`config.mk`:
```
export PLATFORM = sky130hd
export DESIGN_NAME = mnemonic_checksum_validator_unit
export DESIGN_NICKNAME = d
export VERILOG_FILES = /design/src/hw/rtl/mcv_pkg.sv /design/src/hw/rtl/mcv_sha_core.sv /design/src/hw/rtl/mnemonic_checksum_validator_unit.sv
export VERILOG_INCLUDE_DIRS = /design/src /design/src/hw/rtl
export SDC_FILE = /design/constraint.sdc
export NUM_CORES = 2
export LEC_CHECK = 0
export ABC_CLOCK_PERIOD_IN_PS = 14460
export BUFFER_PORTS_ARGS = -buffer_cell sky130_fd_sc_hd__buf_2
export CORE_AREA = 3 3 389 391
export CTS_BUF_LIST = sky130_fd_sc_hd__clkbuf_4 sky130_fd_sc_hd__clkbuf_8
export DETAILED_ROUTE_END_ITERATION = 8
export DIE_AREA = 0 0 392 394
export PLACE_DENSITY = 0.65
export SYNTH_ARGS = -nofsm -noshare
export SYNTH_HDL_FRONTEND = slang
export SYNTH_SLANG_ARGS = --single-unit
```
`constraint.sdc`:
```
create_clock -name clk -period 14.46 [get_ports clk]
set_clock_uncertainty 0.1 [all_clocks]
set_input_delay 1.446 -clock clk [delete_from_list [all_inputs] [get_ports clk]]
set_output_delay 1.446 -clock clk [all_outputs]
set_load 0.01 [all_outputs]
```
`src/hw/rtl/mnemonic_checksum_validator_unit_defines.svh`:
```
// Assertion macros shared by the RTL.
`ifndef MNEMONIC_CHECKSUM_VALIDATOR_UNIT_DEFINES_SVH
`define MNEMONIC_CHECKSUM_VALIDATOR_UNIT_DEFINES_SVH
`ifndef SYNTHESIS
`define MCV_ASSERT_IMPL(label, clk, rst_n, prop) \
  label: assert property (@(posedge clk) disable iff (!rst_n) prop) else $error("%m failed");
`define MCV_ASSERT_NEXT(label, clk, rst_n, ante, cons) \
  label: assert property (@(posedge clk) disable iff (!rst_n) (ante) |=> (cons)) else $error("%m failed");
`else
`define MCV_ASSERT_IMPL(label, clk, rst_n, prop)
`define MCV_ASSERT_NEXT(label, clk, rst_n, ante, cons)
`endif
`endif

```
`src/hw/rtl/mcv_pkg.sv`:
```
package mcv_pkg;
  localparam int MAX_WORDS_DEF = 24;
  localparam int WORD_BITS = 11;
  localparam int STORE_BYTES = 33;
  localparam int STORE_BITS = STORE_BYTES * 8;

  localparam logic [1:0] ST_VALID    = 2'd0;
  localparam logic [1:0] ST_UNKNOWN  = 2'd1;
  localparam logic [1:0] ST_BADCOUNT = 2'd2;
  localparam logic [1:0] ST_MISMATCH = 2'd3;

  localparam logic [255:0] HASH_INIT = {
    32'h6a09e667, 32'hbb67ae85, 32'h3c6ef372, 32'ha54ff53a,
    32'h510e527f, 32'h9b05688c, 32'h1f83d9ab, 32'h5be0cd19};

  function automatic logic [31:0] round_k(input logic [5:0] t);
    logic [31:0] k;
    unique case (t)
      6'd0: k = 32'h428a2f98;  6'd1: k = 32'h71374491;  6'd2: k = 32'hb5c0fbcf;
      6'd3: k = 32'he9b5dba5;  6'd4: k = 32'h3956c25b;  6'd5: k = 32'h59f111f1;
      6'd6: k = 32'h923f82a4;  6'd7: k = 32'hab1c5ed5;  6'd8: k = 32'hd807aa98;
      6'd9: k = 32'h12835b01;  6'd10: k = 32'h243185be; 6'd11: k = 32'h550c7dc3;
      6'd12: k = 32'h72be5d74; 6'd13: k = 32'h80deb1fe; 6'd14: k = 32'h9bdc06a7;
      6'd15: k = 32'hc19bf174; 6'd16: k = 32'he49b69c1; 6'd17: k = 32'hefbe4786;
      6'd18: k = 32'h0fc19dc6; 6'd19: k = 32'h240ca1cc; 6'd20: k = 32'h2de92c6f;
      6'd21: k = 32'h4a7484aa; 6'd22: k = 32'h5cb0a9dc; 6'd23: k = 32'h76f988da;
      6'd24: k = 32'h983e5152; 6'd25: k = 32'ha831c66d; 6'd26: k = 32'hb00327c8;
      6'd27: k = 32'hbf597fc7; 6'd28: k = 32'hc6e00bf3; 6'd29: k = 32'hd5a79147;
      6'd30: k = 32'h06ca6351; 6'd31: k = 32'h14292967; 6'd32: k = 32'h27b70a85;
      6'd33: k = 32'h2e1b2138; 6'd34: k = 32'h4d2c6dfc; 6'd35: k = 32'h53380d13;
      6'd36: k = 32'h650a7354; 6'd37: k = 32'h766a0abb; 6'd38: k = 32'h81c2c92e;
      6'd39: k = 32'h92722c85; 6'd40: k = 32'ha2bfe8a1; 6'd41: k = 32'ha81a664b;
      6'd42: k = 32'hc24b8b70; 6'd43: k = 32'hc76c51a3; 6'd44: k = 32'hd192e819;
      6'd45: k = 32'hd6990624; 6'd46: k = 32'hf40e3585; 6'd47: k = 32'h106aa070;
      6'd48: k = 32'h19a4c116; 6'd49: k = 32'h1e376c08; 6'd50: k = 32'h2748774c;
      6'd51: k = 32'h34b0bcb5; 6'd52: k = 32'h391c0cb3; 6'd53: k = 32'h4ed8aa4a;
      6'd54: k = 32'h5b9cca4f; 6'd55: k = 32'h682e6ff3; 6'd56: k = 32'h748f82ee;
      6'd57: k = 32'h78a5636f; 6'd58: k = 32'h84c87814; 6'd59: k = 32'h8cc70208;
      6'd60: k = 32'h90befffa; 6'd61: k = 32'ha4506ceb; 6'd62: k = 32'hbef9a3f7;
      default: k = 32'hc67178f2;
    endcase
    return k;
  endfunction

  typedef struct packed {
    logic       start;
    logic [5:0] nbytes;
  } mcv_hash_req_t;

  typedef struct packed {
    logic       done;
    logic [7:0] top;
  } mcv_hash_rsp_t;
endpackage

```
`src/hw/rtl/mcv_sha_core.sv`:
```
// Single-block SHA-256, one round per cycle; returns top hash byte.
module mcv_sha_core (
  input  logic                   clk,
  input  logic                   rst_n,
  input  mcv_pkg::mcv_hash_req_t req,
  input  logic [255:0]           msg,   // entropy bytes, byte 0 in top bits
  output mcv_pkg::mcv_hash_rsp_t rsp
);
  logic        busy_r, busy_nxt;
  logic [5:0]  rnd_r, rnd_nxt;
  logic [5:0]  nb_r, nb_nxt;
  logic [31:0] v_r [8];
  logic [31:0] v_nxt [8];
  logic [31:0] w_r [16];
  logic [31:0] w_nxt [16];
  logic        done_r, done_nxt;
  logic [7:0]  top_r, top_nxt;

  logic [511:0] blk;
  logic [31:0]  w, g0, g1, s0, s1, ch, maj, t1, t2, w15, w2;
  logic [3:0]   ti;

  always_comb begin
    blk = {msg, 256'd0};
    for (int b = 0; b < 33; b++) begin
      if (b == int'(nb_r)) blk[511 - 8*b -: 8] = 8'h80;
      else if (b > int'(nb_r)) blk[511 - 8*b -: 8] = 8'h00;
    end
    blk[15:0] = {7'd0, nb_r, 3'd0};
  end

  always_comb begin
    ti  = rnd_r[3:0];
    w15 = w_r[4'(ti + 4'd1)];
    w2  = w_r[4'(ti + 4'd14)];
    g0  = {w15[6:0], w15[31:7]} ^ {w15[17:0], w15[31:18]} ^ (w15 >> 3);
    g1  = {w2[16:0], w2[31:17]} ^ {w2[18:0], w2[31:19]} ^ (w2 >> 10);
    if (!rnd_r[5] && !rnd_r[4]) w = blk[511 - 32*int'(ti) -: 32];
    else w = w_r[ti] + g0 + w_r[4'(ti + 4'd9)] + g1;
    s1  = {v_r[4][5:0], v_r[4][31:6]} ^ {v_r[4][10:0], v_r[4][31:11]}
        ^ {v_r[4][24:0], v_r[4][31:25]};
    ch  = (v_r[4] & v_r[5]) ^ (~v_r[4] & v_r[6]);
    t1  = v_r[7] + s1 + ch + mcv_pkg::round_k(rnd_r) + w;
    s0  = {v_r[0][1:0], v_r[0][31:2]} ^ {v_r[0][12:0], v_r[0][31:13]}
        ^ {v_r[0][21:0], v_r[0][31:22]};
    maj = (v_r[0] & v_r[1]) ^ (v_r[0] & v_r[2]) ^ (v_r[1] & v_r[2]);
    t2  = s0 + maj;
  end

  always_comb begin
    busy_nxt = busy_r;
    rnd_nxt  = rnd_r;
    nb_nxt   = nb_r;
    v_nxt    = v_r;
    w_nxt    = w_r;
    done_nxt = 1'b0;
    top_nxt  = top_r;
    if (req.start) begin
      busy_nxt = 1'b1;
      rnd_nxt  = '0;
      nb_nxt   = req.nbytes;
      for (int i = 0; i < 8; i++) v_nxt[i] = mcv_pkg::HASH_INIT[255 - 32*i -: 32];
    end else if (busy_r) begin
      w_nxt[ti] = w;
      for (int i = 7; i > 0; i--) v_nxt[i] = v_r[i-1];
      v_nxt[4] = v_r[3] + t1;
      v_nxt[0] = t1 + t2;
      rnd_nxt  = rnd_r + 6'd1;
      if (rnd_r == 6'd63) begin
        busy_nxt = 1'b0;
        done_nxt = 1'b1;
        top_nxt  = 8'(((t1 + t2) + mcv_pkg::HASH_INIT[255:224]) >> 24);
      end
    end
  end

  always_ff @(posedge clk) begin
    if (!rst_n) begin
      busy_r <= 1'b0;
      done_r <= 1'b0;
      rnd_r  <= '0;
    end else begin
      busy_r <= busy_nxt;
      done_r <= done_nxt;
      rnd_r  <= rnd_nxt;
    end
    nb_r  <= nb_nxt;
    v_r   <= v_nxt;
    w_r   <= w_nxt;
    top_r <= top_nxt;
  end

  assign rsp = {done_r, top_r};
endmodule

```
`src/hw/rtl/mnemonic_checksum_validator_unit.sv`:
```
// Path: the status beat follows the last word through S_START, the rounds of the single
// round unit in S_HASH and S_OUT when the hash runs, and through S_START and S_OUT alone
// when an unknown word or a bad count decides the status.
// Throughput: one word per cycle; input stalls from the last word until the status
// sits in the output register, and longer while an older status still waits there.
// Reset: synchronous active-low rst_n clears sequencer, counters, bit store, out valid.
`include "mnemonic_checksum_validator_unit_defines.svh"
module mnemonic_checksum_validator_unit #(
  parameter int MAX_WORDS = mcv_pkg::MAX_WORDS_DEF
) (
  input  logic        clk,
  input  logic        rst_n,
  input  logic        in_tvalid,
  output logic        in_tready,
  input  logic [15:0] in_tdata,  // [10:0] word_id, [11] word_unknown
  input  logic        in_tlast,  // last_word
  output logic        out_tvalid,
  input  logic        out_tready,
  output logic [7:0]  out_tdata  // [1:0] status, [6:2] words_counted
);
  typedef enum logic [3:0] {
    S_COLLECT = 4'b0001,
    S_START   = 4'b0010,
    S_HASH    = 4'b0100,
    S_OUT     = 4'b1000
  } state_t;

  state_t state_r, state_nxt;
  logic [mcv_pkg::STORE_BITS-1:0] store_r, store_nxt;   // bit 263 = first bit
  logic [4:0] cnt_r, cnt_nxt;
  logic       unk_r, unk_nxt;
  logic [1:0] status_r, status_nxt;
  logic       out_vld_r, out_vld_nxt;
  logic [6:0] out_dat_r, out_dat_nxt;  // {words_counted, status}
  logic [5:0] nbytes;
  logic [3:0] csb;
  logic [7:0] cs_byte;
  logic       acc, ok_cnt;
  mcv_pkg::mcv_hash_req_t req;
  mcv_pkg::mcv_hash_rsp_t rsp;

  assign in_tready  = (state_r == S_COLLECT);
  assign out_tvalid = out_vld_r;
  assign out_tdata  = {1'b0, out_dat_r};
  assign acc = in_tvalid && in_tready;

  // entropy bytes = n*4/3, checksum bits = n/3 (narrow table)
  always_comb begin
    unique case (cnt_r)
      5'd12: begin nbytes = 6'd16; csb = 4'd4; end
      5'd15: begin nbytes = 6'd20; csb = 4'd5; end
      5'd18: begin nbytes = 6'd24; csb = 4'd6; end
      5'd21: begin nbytes = 6'd28; csb = 4'd7; end
      default: begin nbytes = 6'd32; csb = 4'd8; end
    endcase
  end
  assign ok_cnt = (cnt_r == 5'd12) || (cnt_r == 5'd15) || (cnt_r == 5'd18)
               || (cnt_r == 5'd21) || (cnt_r == 5'd24 && MAX_WORDS >= 24);
  // checksum byte follows the entropy
  assign cs_byte = store_r[mcv_pkg::STORE_BITS - 1 - 8*int'(nbytes) -: 8];

  assign req = {(state_r == S_START), nbytes};

  mcv_sha_core u_sha (
    .clk (clk), .rst_n (rst_n), .req (req),
    .msg (store_r[mcv_pkg::STORE_BITS-1 -: 256]), .rsp (rsp)
  );

  always_comb begin
    state_nxt   = state_r;
    store_nxt   = store_r;
    cnt_nxt     = cnt_r;
    unk_nxt     = unk_r;
    status_nxt  = status_r;
    // output register drains on its own handshake
    out_vld_nxt = out_vld_r && !out_tready;
    out_dat_nxt = out_dat_r;
    unique case (state_r)
      S_COLLECT: begin
        if (acc) begin
          if (int'(cnt_r) < MAX_WORDS) begin
            store_nxt[mcv_pkg::STORE_BITS - 1 - 11*int'(cnt_r) -: 11] = in_tdata[10:0];
            cnt_nxt = cnt_r + 5'd1;
            if (in_tdata[11]) unk_nxt = 1'b1;
          end
          if (in_tlast) state_nxt = S_START;
        end
      end
      S_START: begin
        if (unk_r) begin
          status_nxt = mcv_pkg::ST_UNKNOWN;
          state_nxt  = S_OUT;
        end else if (!ok_cnt) begin
          status_nxt = mcv_pkg::ST_BADCOUNT;
          state_nxt  = S_OUT;
        end else begin
          state_nxt = S_HASH;
        end
      end
      S_HASH: begin
        if (rsp.done) begin
          status_nxt = ((rsp.top >> (4'd8 - csb)) == (cs_byte >> (4'd8 - csb)))
                     ? mcv_pkg::ST_VALID : mcv_pkg::ST_MISMATCH;
          state_nxt = S_OUT;
        end
      end
      S_OUT: begin
        // load the status beat once the output register is free
        if (!out_vld_r || out_tready) begin
          out_vld_nxt = 1'b1;
          out_dat_nxt = {cnt_r, status_r};
          state_nxt   = S_COLLECT;
          store_nxt   = '0;
          cnt_nxt     = '0;
          unk_nxt     = 1'b0;
        end
      end
      default: state_nxt = S_COLLECT;
    endcase
  end

  always_ff @(posedge clk) begin
    if (!rst_n) begin
      state_r   <= S_COLLECT;
      store_r   <= '0;
      cnt_r     <= '0;
      unk_r     <= 1'b0;
      out_vld_r <= 1'b0;
    end else begin
      state_r   <= state_nxt;
      store_r   <= store_nxt;
      cnt_r     <= cnt_nxt;
      unk_r     <= unk_nxt;
      out_vld_r <= out_vld_nxt;
    end
    status_r  <= status_nxt;
    out_dat_r <= out_dat_nxt;
  end

  `MCV_ASSERT_IMPL(a_onehot, clk, rst_n, $onehot(state_r))
  `MCV_ASSERT_IMPL(a_cnt_cap, clk, rst_n, int'(cnt_r) <= MAX_WORDS)
  `MCV_ASSERT_NEXT(a_out_hold, clk, rst_n, out_tvalid && !out_tready, out_tvalid && $stable(out_tdata))
  `MCV_ASSERT_NEXT(a_clear, clk, rst_n, (state_r == S_OUT) && (state_nxt == S_COLLECT), (cnt_r == 5'd0) && !unk_r && out_tvalid)
endmodule
```
# ---- Word-level counts from Yosys, hierarchy flattened
# Memory sizes are Yosys's and may differ from the RTL's. A register that Yosys moved wholly into a read port is not among the register bits.
# Index checks and enable logic that the tools add are counted.
dict set report op_classes {
  n_addsub 21
  mul 1
  n_lt_le_gt_ge 37
  eq_ne 50
  shifts 6
  n_mux 116
  bitwise 24
  n_reduce_logical 25
}
# operator n
set ops {}
lappend ops {{$mux 264} 3}
lappend ops {{$shiftx 543x32->32} 1}
lappend ops {{$pmux 264 s2} 1}
lappend ops {{$bmux 32 s4} 4}
lappend ops {{$bwmux 512} 1}
lappend ops {{$mux 8} 64}
lappend ops {{$add 32x32->32} 10}
lappend ops {{$mux 32} 10}
lappend ops {{$xor 32x32->32} 9}
lappend ops {{$shift 11x33->274 const A} 1}
lappend ops {{$shiftx 11x33->274} 1}
lappend ops {{$shiftx 271x10->8} 1}
lappend ops {{$bwmux 264} 1}
lappend ops {{$and 32x32->32} 5}
lappend ops {{$demux 32 s4} 1}
lappend ops {{$eq 6x6->1 const A} 17}
lappend ops {{$gt 5x6->1 const A} 16}
lappend ops {{$eq 5x6->1 const A} 8}
lappend ops {{$gt 4x6->1 const A} 8}
lappend ops {{$neg 10->33} 1}
lappend ops {{$add 32x31->32 const B} 1}
lappend ops {{$not 32->32} 1}
lappend ops {{$pmux 4 s4} 2}
lappend ops {{$xor 32x22->32} 1}
lappend ops {{other kinds (51)} 112}
dict set report word_totals {
  ff_bits 1074
  rom_bits 2048
  input_bits 21
  output_inout_bits 10
  wordCells 317
  n_memories 1
}
# name depth word_bits read_ports rd_ports_with_merged_regs write_ports line
set memory_table {}
lappend memory_table {{(no name shown)} 64 32 1 1 0 mcv_pkg.sv:18} ;# unique case (t)

# ---- Depth between registers and ports, before layout
dict set report logic_depth {
  word_depth 14
  ltp_mapped 59
  depth_no_buf 54
}

# ---- Hierarchy
# From an unflattened synthesis, not the netlist that was laid out.
dict set report unflattened {
  hier_cells 6855
  area_unflattened_um2 74179.9
}
# mod instances cells_each area_each_um2 seq_area_each_um2
set modules_own_cells {}
lappend modules_own_cells {mcv_sha_core 1 4788 57437.6 21720.8}
lappend modules_own_cells {mnemonic_checksum_validator_unit 1 2067 16742.3 5775.5}

# ---- Worst setup path before layout
# Ideal clock, no wire load.
dict set report synth_timing {
  path_type {register -> register}
  startpoint {register u_sha.rnd_r[1]}
  endpoint {register u_sha.top_r[7], data pin}
  setup_time_ns 0.261
  arrival_time_ns 13.189
  path_slack_ns 0.910
  stages_incl_launch_ff 57
  n_path_buf 8
  period_less_slack_ns 13.550
  cell_sequence {dfxtp_1 buf_2 buf_2 buf_1 inv_1 clkbuf_1 ha_1 buf_2 buf_1 clkbuf_1 clkbuf_1 mux4_2 mux4_2 inv_1 fa_1 fa_1 inv_1 ha_1 (+21 left out) xnor2_1 inv_1 fa_1 inv_1 ha_1 nand4_1 nor2b_1 a2111oi_0 o41ai_1 nor2_1 xnor2_1 or4_1 or3_1 and4_1 o21a_1 o21a_1 nor3_1 xnor2_1}
}
dict set report synth_between {
  elab_chain_len 14
  word_cells_on_any_way 32
  classes_between {add/sub: 10; shift: 1; mux: 13; bitwise: 8}
}
# element line
set synth_rtl {}
lappend synth_rtl {{start, declared} mcv_sha_core.sv:10} ;# logic [5:0] rnd_r, rnd_nxt;
lappend synth_rtl {{start signal, assigned} mcv_sha_core.sv:85} ;# rnd_r <= rnd_nxt;
lappend synth_rtl {{$add 4x1->4} mcv_sha_core.sv:34} ;# w15 = w_r[4'(ti + 4'd1)];
lappend synth_rtl {{$not 4->5 (not written as such)} mcv_sha_core.sv:34}
lappend synth_rtl {{$bmux 32 s4} mcv_sha_core.sv:34}
lappend synth_rtl {{$mux 32 (not written as such) (2 in a row)} mcv_sha_core.sv:34}
lappend synth_rtl {{$xor 32x32->32} mcv_sha_core.sv:36} ;# g0 = {w15[6:0], w15[31:7]} ^ {w15[17:0], w15[31:18]} ^ (w15 >> 3);
lappend synth_rtl {{$xor 32x29->32} mcv_sha_core.sv:36}
lappend synth_rtl {{$add 32x32->32 (3 in a row)} mcv_sha_core.sv:39} ;# else w = w_r[ti] + g0 + w_r[4'(ti + 4'd9)] + g1;
lappend synth_rtl {{$mux 32 (*)} mcv_sha_core.sv:38} ;# if (!rnd_r[5] && !rnd_r[4]) w = blk[511 - 32*int'(ti) -: 32];
lappend synth_rtl {{$add 32x32->32 (*)} mcv_sha_core.sv:43} ;# t1 = v_r[7] + s1 + ch + mcv_pkg::round_k(rnd_r) + w;
lappend synth_rtl {{$add 32x32->32 (*)} mcv_sha_core.sv:72} ;# top_nxt = 8'(((t1 + t2) + mcv_pkg::HASH_INIT[255:224]) >> 24);
lappend synth_rtl {{$add 32x31->32 (*)} mcv_sha_core.sv:72}
lappend synth_rtl {{end signal, assigned} mcv_sha_core.sv:90} ;# top_r <= top_nxt;
lappend synth_rtl {{end, declared} mcv_sha_core.sv:17} ;# logic [7:0] top_r, top_nxt;
# Mark *: on every way between the ends. The rest lies on a longest branch, timed or not. The select of a mux whose other input is x is not followed.
# A chain may end at the register's enable or synchronous reset.

# ---- Worst setup path in the final report
# Same ends and word-level chain as after synthesis.

==> qor.csv <==
metric,value,unit
first-pass GRT wire length,378800,µm
largest net degree at the start of global routing,110,
Synth Area per Inst,10.47,µm²
Post-synth EDFFs,533,
DR WL/cell,28.19,µm
Core ar.,0.1478,mm²
most common cell in the netlist,nand2_1,
Layout Area Growth over Synthesis,9.639,%
synth top area cells,"edfxtp_1 (22%), mux4_2 (16%), dfxtp_1 (15%), fa_1 (5.1%), mux2i_1 (4.1%)",
DIE AREA,0.1544,mm²
Routability Congestion,0.9866,
final setup fails,0,
routed vias/inst,6.702,
vias in the first global route,58370,
prevailing post-synth register cell,dfxtp_1,
layout cells sized above 1,16.64,%
Post-Syn Instances,7056,
Mapped Nets,7449,
worst hold-check path type,flip-flop to flip-flop,
Port Buf Inserts,25,
Tmin final,13690,ps
"Buf+Inv Stages, Crit Path",6,
YS warnings,0,
Yosys top cell area share,21.66,%
CP Data Arrival Time,14260,ps
slowest cell on the critical path,xor2_1,
"Clk pin slew, worst setup/hold paths",60,ps
total congestion overflow,0,
CP Capture Type,flip-flop,
Yosys cell types,84,
RSZ-0062 raised after global routing,false,
IO Pins,31,
worst slew pin tran,1346,ps
All-Layer GR Usage,32.54,%
Vert. Die Dim,394,µm
status,"complete, no violations",
Synth Cell Area,0.07389,mm²
initial detailed-routing violation count,8358,
standard-cell rows,141,
synthesized flop and latch total,1104,
max-slew violation count,0,
Final nets,7354,
CP peak stage delay,610,ps
# H-tree levels,4,
Root Driver,clkbuf_8,
DR vias,60760,
TritonCTS Sinks,1104,
Hold Buf Count CTS,0,
Initial Utilization,49.98,%
CTS tree,yes,
Layout fillers,12830,
setup TNS,0,ps
Crit path required time,15020,ps
critical path's most frequent cell,fa_1,
post-route antenna net violation count,0,
period utilisation layout,94.71,%
Max-slew headroom,9.966,%
final hold viol count,0,
CTS Buf Count,193,
Synth async-reset ratio,0,%
final wirelength,255600,µm
DRT Pass-1 Iters,7,
Peak Freq,0.07302,GHz
"top cells by count, synth","nand2_1 (664), dfxtp_1 (571), edfxtp_1 (533), mux4_2 (526), nor2_1 (504)",
DRC errors left,0,
hpwl dp,174200,µm
CTS Buffer Depth,3,
Chip Width,392,µm
"delay-heaviest family, CP",adder cells,
startpoint types,flip-flop,
CP max FO,53,
worst setup path class,flip-flop to flip-flop,
cell accounting for the most synthesized area,edfxtp_1,
register area share after synthesis,37.13,%
maxcap violations,0,
insertion delay to the later sink of the worst-skew pair,950,ps
initial antenna violation count,11,
through the flow:
stage | worst slack [ps] | cell area, µm² | utilization, % | std cells | hold slack [ps]
after floorplan | 909.5 | 73890 | - | 7056 | 300.3
after global placement | 352.8 | 76480 | 51.73 | 8683 | 327.0
after detailed placement | 226.8 | 76480 | 51.73 | 8683 | 306.8
after CTS | 111.0 | 80770 | 54.63 | 9046 | 321.9
after global routing | 63.12 | 80990 | 54.78 | 9061 | 342.1
final | 765.5 | 81010 | 54.79 | 9067 | 316.6
layout make-up:
cell class / count / area, µm² / area share [%]
antenna: 8 / 20.02 / 0.02471
inverter: 417 / 1569 / 1.937
tap: 1930 / 2415 / 2.981
multi-input combinational: 5005 / 43230 / 53.36
clock inverter: 93 / 894.6 / 1.104
sequential: 1104 / 27460 / 33.89
timing repair buffer: 240 / 2032 / 2.508
clock buffer: 270 / 3397 / 4.193
logic make-up (layout without fill, tap and decap cells):
kind of cell	count (synthesis)	after routing	synth area share [%]
compound gates	1615	1615	14.07
xor+xnor	415	415	4.985
fa+ha+maj	376	376	8.284
buf+inv	947	1020	4.860
flops	1104	1104	37.13
mux	830	830	20.16
other cells	1	9	0.005075
simple gates	1768	1768	10.51
path summary, 6_finish.rpt:
kind,start,endpoint,slack [ps],depth (start not counted)
setup / recovery,u_sha.rnd_r[1],u_sha.top_r[7],770,49
hold / removal,status_r[1],out_dat_r[1],320,0
setup reg to reg,u_sha.rnd_r[1],u_sha.top_r[7],770,49
hold reg to reg,status_r[1],out_dat_r[1],320,0
flip-flops by register name, indices dropped and copies added, names as in the netlist, named ones only:
name / cells
unk_r: 1
u_sha.top_r: 8
u_sha.busy_r: 1
state_r: 4
u_sha.rnd_r: 6
status_r: 2
cnt_r: 5
out_tvalid: 1
u_sha.nb_r: 4
u_sha.done_r: 1
store_r: 264
u_sha.v_r: 256
u_sha.w_r: 512
out_dat_r: 7
cells in the final DEF, fill, tap and decap left out, types with 126 or more instances in the layout:
master    count
nor2_1      484
dfxtp_1     566
edfxtp_1    533
mux2i_1     301
o211ai_1    126
xnor2_1     243
mux4_2      526
nand2_1     662
clkbuf_8    219
a21oi_1     358
ha_1        180
fa_1        190
o21ai_0     403
xor2_1      158
inv_1       410
buf_4       193
nand3_1     241
routing by layer:
metal	wire, µm	vias to the layer above	track usage (%)
li1	-	25970	-
met1	98900	29870	45.08
met4	13470	6	15.24
met2	111500	4162	47.91
met3	31650	759	8.224
met5	41	-	0
repair_timing:
| item | CTS | global route |
|---|---|---|
| setup endpoints to repair | 0 | 8 |
| buffers inserted | 0 | 12 |
| hold endpoints to repair | 0 | 0 |
| gates resized for setup | 0 | 11 |
Power is left out: the tool's default activity adds up to more than one toggle a clock period on the data nets, which glitch-free logic cannot reach.
